--- src/tdm_ram.sv ---
`default_nettype none

module tdm_ram #(
    parameter int WIDTH = 8,
    parameter int DEPTH = 256
) (
    input  wire logic                     aclk,
    input  wire logic                     we,
    input  wire logic [$clog2(DEPTH)-1:0] waddr,
    input  wire logic [WIDTH-1:0]         wdata,
    input  wire logic                     re,
    input  wire logic [$clog2(DEPTH)-1:0] raddr,
    output logic      [WIDTH-1:0]         rdata
);

    logic [WIDTH-1:0] mem [DEPTH];

    // One write port, one registered read port.
    always_ff @(posedge aclk) begin
        if (we) begin
            mem[waddr] <= wdata;
        end
        if (re) begin
            rdata <= mem[raddr];
        end
    end

endmodule

`default_nettype wire
--- config.mk ---
export PLATFORM = sky130hd
export DESIGN_NAME = tdm_ram
export DESIGN_NICKNAME = d
export VERILOG_FILES = /design/src/tdm_ram.sv
export SDC_FILE = /design/constraint.sdc
export NUM_CORES = 2
export LEC_CHECK = 0
export BUFFER_PORTS_ARGS = -buffer_cell sky130_fd_sc_hd__buf_4
export CORE_ASPECT_RATIO = 1.75
export CORE_MARGIN = 10
export CORE_UTILIZATION = 40
export CTS_CLUSTER_SIZE = 24
export DETAILED_ROUTE_END_ITERATION = 16
export PLACE_DENSITY = 0.59
export SLEW_MARGIN = 10
export SYNTH_ARGS = -nofsm -noshare
export SYNTH_HDL_FRONTEND = slang
export SYNTH_SLANG_ARGS = --single-unit
--- constraint.sdc ---
create_clock -name aclk -period 2.7 [get_ports aclk]
set_input_delay 0.27 -clock aclk [delete_from_list [all_inputs] [get_ports aclk]]
set_output_delay 0.27 -clock aclk [all_outputs]
set_load 0.02 [all_outputs]
After elaboration in Yosys (flattened, before gate mapping). Memory sizes are Yosys's and may differ from the RTL's. A register that Yosys moved wholly into a read port is not among the register bits. Index checks and enable logic that the tools add are counted.

Memory bits (read-only): 0. Logic and storage cells: 3. Output and inout port bits: 8. Input port bits: 27. Memory bits (writable): 2048. Memories: 1. Latch bits: 0. Bits in registers: 0.

$add $sub $neg: 0. Reduce and logical (&&, ||, !) cells: 0. Order comparisons: 0. Mux-type cells: 2. $mul: 0. Divide/modulo/power cells: 0. Shift-type cells: 0. Bitwise gates (word level): 0. Equal/unequal tests: 0.

Memories: mem (words 256, bits a word 8, rd ports 1, clocked after memory_dff 1, wr ports 1, RTL line 16) `logic [WIDTH-1:0] mem [DEPTH];`.

Operator list (number): $mux 1 (2).

Logic depth before layout (Yosys ltp).
Depth in word-level cells: 2. Gate-level depth with buffers: 11. Mapped depth without buffers: 6.

Worst setup path after synthesis. OpenSTA, ideal clock, no wires.

Path kind: input port to flip-flop. Start point: input raddr[0]. End point: register rdata[2] (read register of mem) (data pin). Setup slack: 354 ps. Cell stages on the path: 9. Arrival: 2077 ps. Path buffers: 4. Path through: buf_6 buf_12 buf_8 buf_2 mux4_2 a22oi_1 a21oi_1 nor4_1 nor4_2.

RTL lines: start: declaration (RTL line 12) `input wire logic [$clog2(DEPTH)-1:0] raddr,`; end: declaration (RTL line 13) `output logic [WIDTH-1:0] rdata`.

==> reports/qor.csv <==
stage,metric,value,unit
clocking,Bufs on Longest Clock Path,4,
worst_setup_path,CP Capture Type,flip-flop,
detailed_routing,DR DRC count,0,
final_layout,most frequent cells in the layout,"edfxtp_1 (2056), buf_4 (618), mux4_2 (454), nor2_1 (279), clkbuf_16 (183)",
placement,RePlAce Congestion,0.859,
final_layout,Area Overhead vs Synth,17.4,%
sta,final hold vios,0,
synth,post-synth top area cell,edfxtp_1,
global_route,vias in the first global route,42157,
global_route,first-pass GRT wire length,307,mm
die,Core Area,198000,um2
final_layout,Final Util,47.3,%
final_layout,Filler cells,16419,
clocking,Num CTS Buffers,178,
synth,Yosys cell types,54,
detailed_routing,initial drt markers,3589,
final_layout,register area,61700,um2
pwr,maximum vdd drop,0.592,mV
die,initial core utilization,40.3,%
job,max-cap violations,0,
sta,Max Slew Vio Count,0,
die,die area,218000,um2
detailed_routing,Detail Route met3 WL,10.9,mm
placement,pre-CTS WS,-1.05,ns
synth,register area share after synthesis,77.5,%
pwr,Power Total,0.0640,W
synth,synth top area cells,"edfxtp_1 (78%), mux4_2 (13%), mux2i_1 (1.7%), nor2_1 (1.3%), a22oi_1 (1.3%)",
synth,Post-Syn Area,79600,um2
placement,# port buffers,34,
sta,clock skew,0.0460,ns
detailed_routing,DR WL met2,119,mm
final_layout,layout cells sized above 1,31.7,%
sta,Setup TNS,-0.0411,ns
hold_path,Min-Delay Path Class,input pin to flip-flop,
outcome,status,"complete, but fails checks",
detailed_routing,via count,40201,
clocking,Sinks on Clock Net,2056,
sta,worst slew pin tran,1.00,ns
synth,Post-Syn Instances,3733,
detailed_routing,Routed Antenna Nets,0,
sta,max_slew headroom,32.7,%
global_route,GR Util All Layers,19.5,%
global_route,grt total ovfl,0,
detailed_routing,drt first pass iters,5,
final_layout,multi-input logic area,16600,um2
die,row cnt,216,
clocking,clk slew on worst S/H paths,0.06,ns
synth,Post-synth top flop,edfxtp_1,
worst_setup_path,worst-path maximum fanout,1,
final_layout,"most common cell after layout, fill and taps aside",edfxtp_1,
detailed_routing,Routed WL,215,mm
placement,placed inst area,87800,um2
pwr,Lkg Pwr,29.9,nW
worst_setup_path,CP Launch Type,flip-flop,
final_layout,"Design Area, Final",93500,um2
worst_setup_path,Setup CP Type,flip-flop to flip-flop,
sta,Setup Viol. Count Final,1,
die,DIE HEIGHT,610,um
clocking,H-tree depth,4,
synth,"FFs w/ async S/R, synth",0,%
global_route,initial antenna violation count,14,
synth,Seq cells post-synth,2056,
die,Die X,357,um
sta,setup ws final,-0.0411,ns
sta,Tcrit/Tclk final,102,%
pwr,PwrDens,684,nW/um2
final_layout,fin nets,4417,
sta,fin crit period,2.74,ns
die,I/O Pins,35,
sta,Max Freq,0.365,GHz
synth,Synth Warn #,0,
synth,Post-synth EDFFs,2056,
clocking,clock root cell,clkbuf_16,
detailed_routing,top sig layer,met5,
worst_setup_path,Worst EP arrival,3.31,ns
synth,post-synth top area share,77.5,%
synth,syn nets,3760,
detailed_routing,WL per Instance,30.0,um
sta,RSZ-0062 raised after global routing,yes,
clocking,Worst-Skew Late Latency,0.83,ns
detailed_routing,Vias/cell,5.63,
worst_setup_path,required time worst endpoint,3.27,ns
global_route,largest net degree at the start of global routing,97,
outcome,failing checks,setup timing,
clocking,TritonCTS clock tree,done,
placement,DP HPWL,147,mm
clocking,postcts setup bufs,0,
detailed_routing,WL met1,73.9,mm
synth,Synth Area per Inst,21.3,um2
metal layers:
layer / vias up / track usage [%]
li1: 16958 / -
met1: 21468 / 21.6
met2: 1344 / 36.4
met3: 415 / 2.62
met4: 16 / 8.94
met5: - / 0
sequential cells by signal, indices dropped and copies added, names as in the netlist:
register,cells
mem,2048
rdata,8
timing repair:
action,in CTS,in global routing
hold buffers,7,0
resized for setup,7,4
pin swaps,2,2
endpoints found under the setup margin,4,1
hold endpoints to repair,357,0
worst paths after layout:
path | from | endpoint | slack [ns] | cells after the start
hold reg to reg | mem[40][3] | rdata[3] | 1.14 | 7
setup / recovery | mem[87][4] | rdata[4] | -0.04 | 6
setup reg to reg | mem[87][4] | rdata[4] | -0.04 | 6
hold / removal | wdata[3] | mem[217][3] | 0.003 | 1
layout make-up:
| cell class | count | share of cell area, % |
|---|---|---|
| flip-flops and latches | 2056 | 66.0 |
| multi-input cells | 1442 | 17.7 |
| repair buffers | 710 | 6.80 |
| clock buffers | 223 | 5.06 |
| well taps | 2616 | 3.50 |
| clock inverters | 91 | 0.866 |
| diodes | 5 | 0.0134 |
| inverters | 2 | 0.00803 |
through the flow:
stage	hold WS, ns	cells
floorplan	0.369	3733
global placement	0.665	6819
detailed placement	0.660	6819
CTS	0.0204	7140
global route	0.0451	7141
finish	0.00309	7145
power by group:
group          total (W)  switching (W)  internal [W]
Clock             0.0250         0.0112        0.0138
Combinational    0.00375        0.00226       0.00150
Sequential        0.0352      0.0000415        0.0352
Total             0.0640         0.0135        0.0504
logic make-up after synthesis:
family | share of synthesized area, %
multiplexers | 14.6
AND/OR/NAND/NOR | 2.63
buffers and inverters | 1.83
flip-flops | 77.5
AO/OA/AOI/OAI | 3.42
critical path: stages (launching register included):
cell	delay [ns]
edfxtp_1	0.36
mux4_2	0.54
mux4_2	0.54
nor2b_4	0.16
nor4_4	0.58
buf_4	0.26
nor4_4	0.04
Yosys cell counts (24+ instances only):
library cell  number
a21oi_1           96
a22oi_1          133
buf_2             31
buf_4             27
clkbuf_1         111
edfxtp_1        2056
mux2i_1          134
mux4_2           454
nand2_1           33
nand3_1           34
nor2_1           282
nor2b_1           31
nor4_1            24
o221ai_1          46
o22ai_1           28
Note: power is estimated with default switching activity, not from simulation.
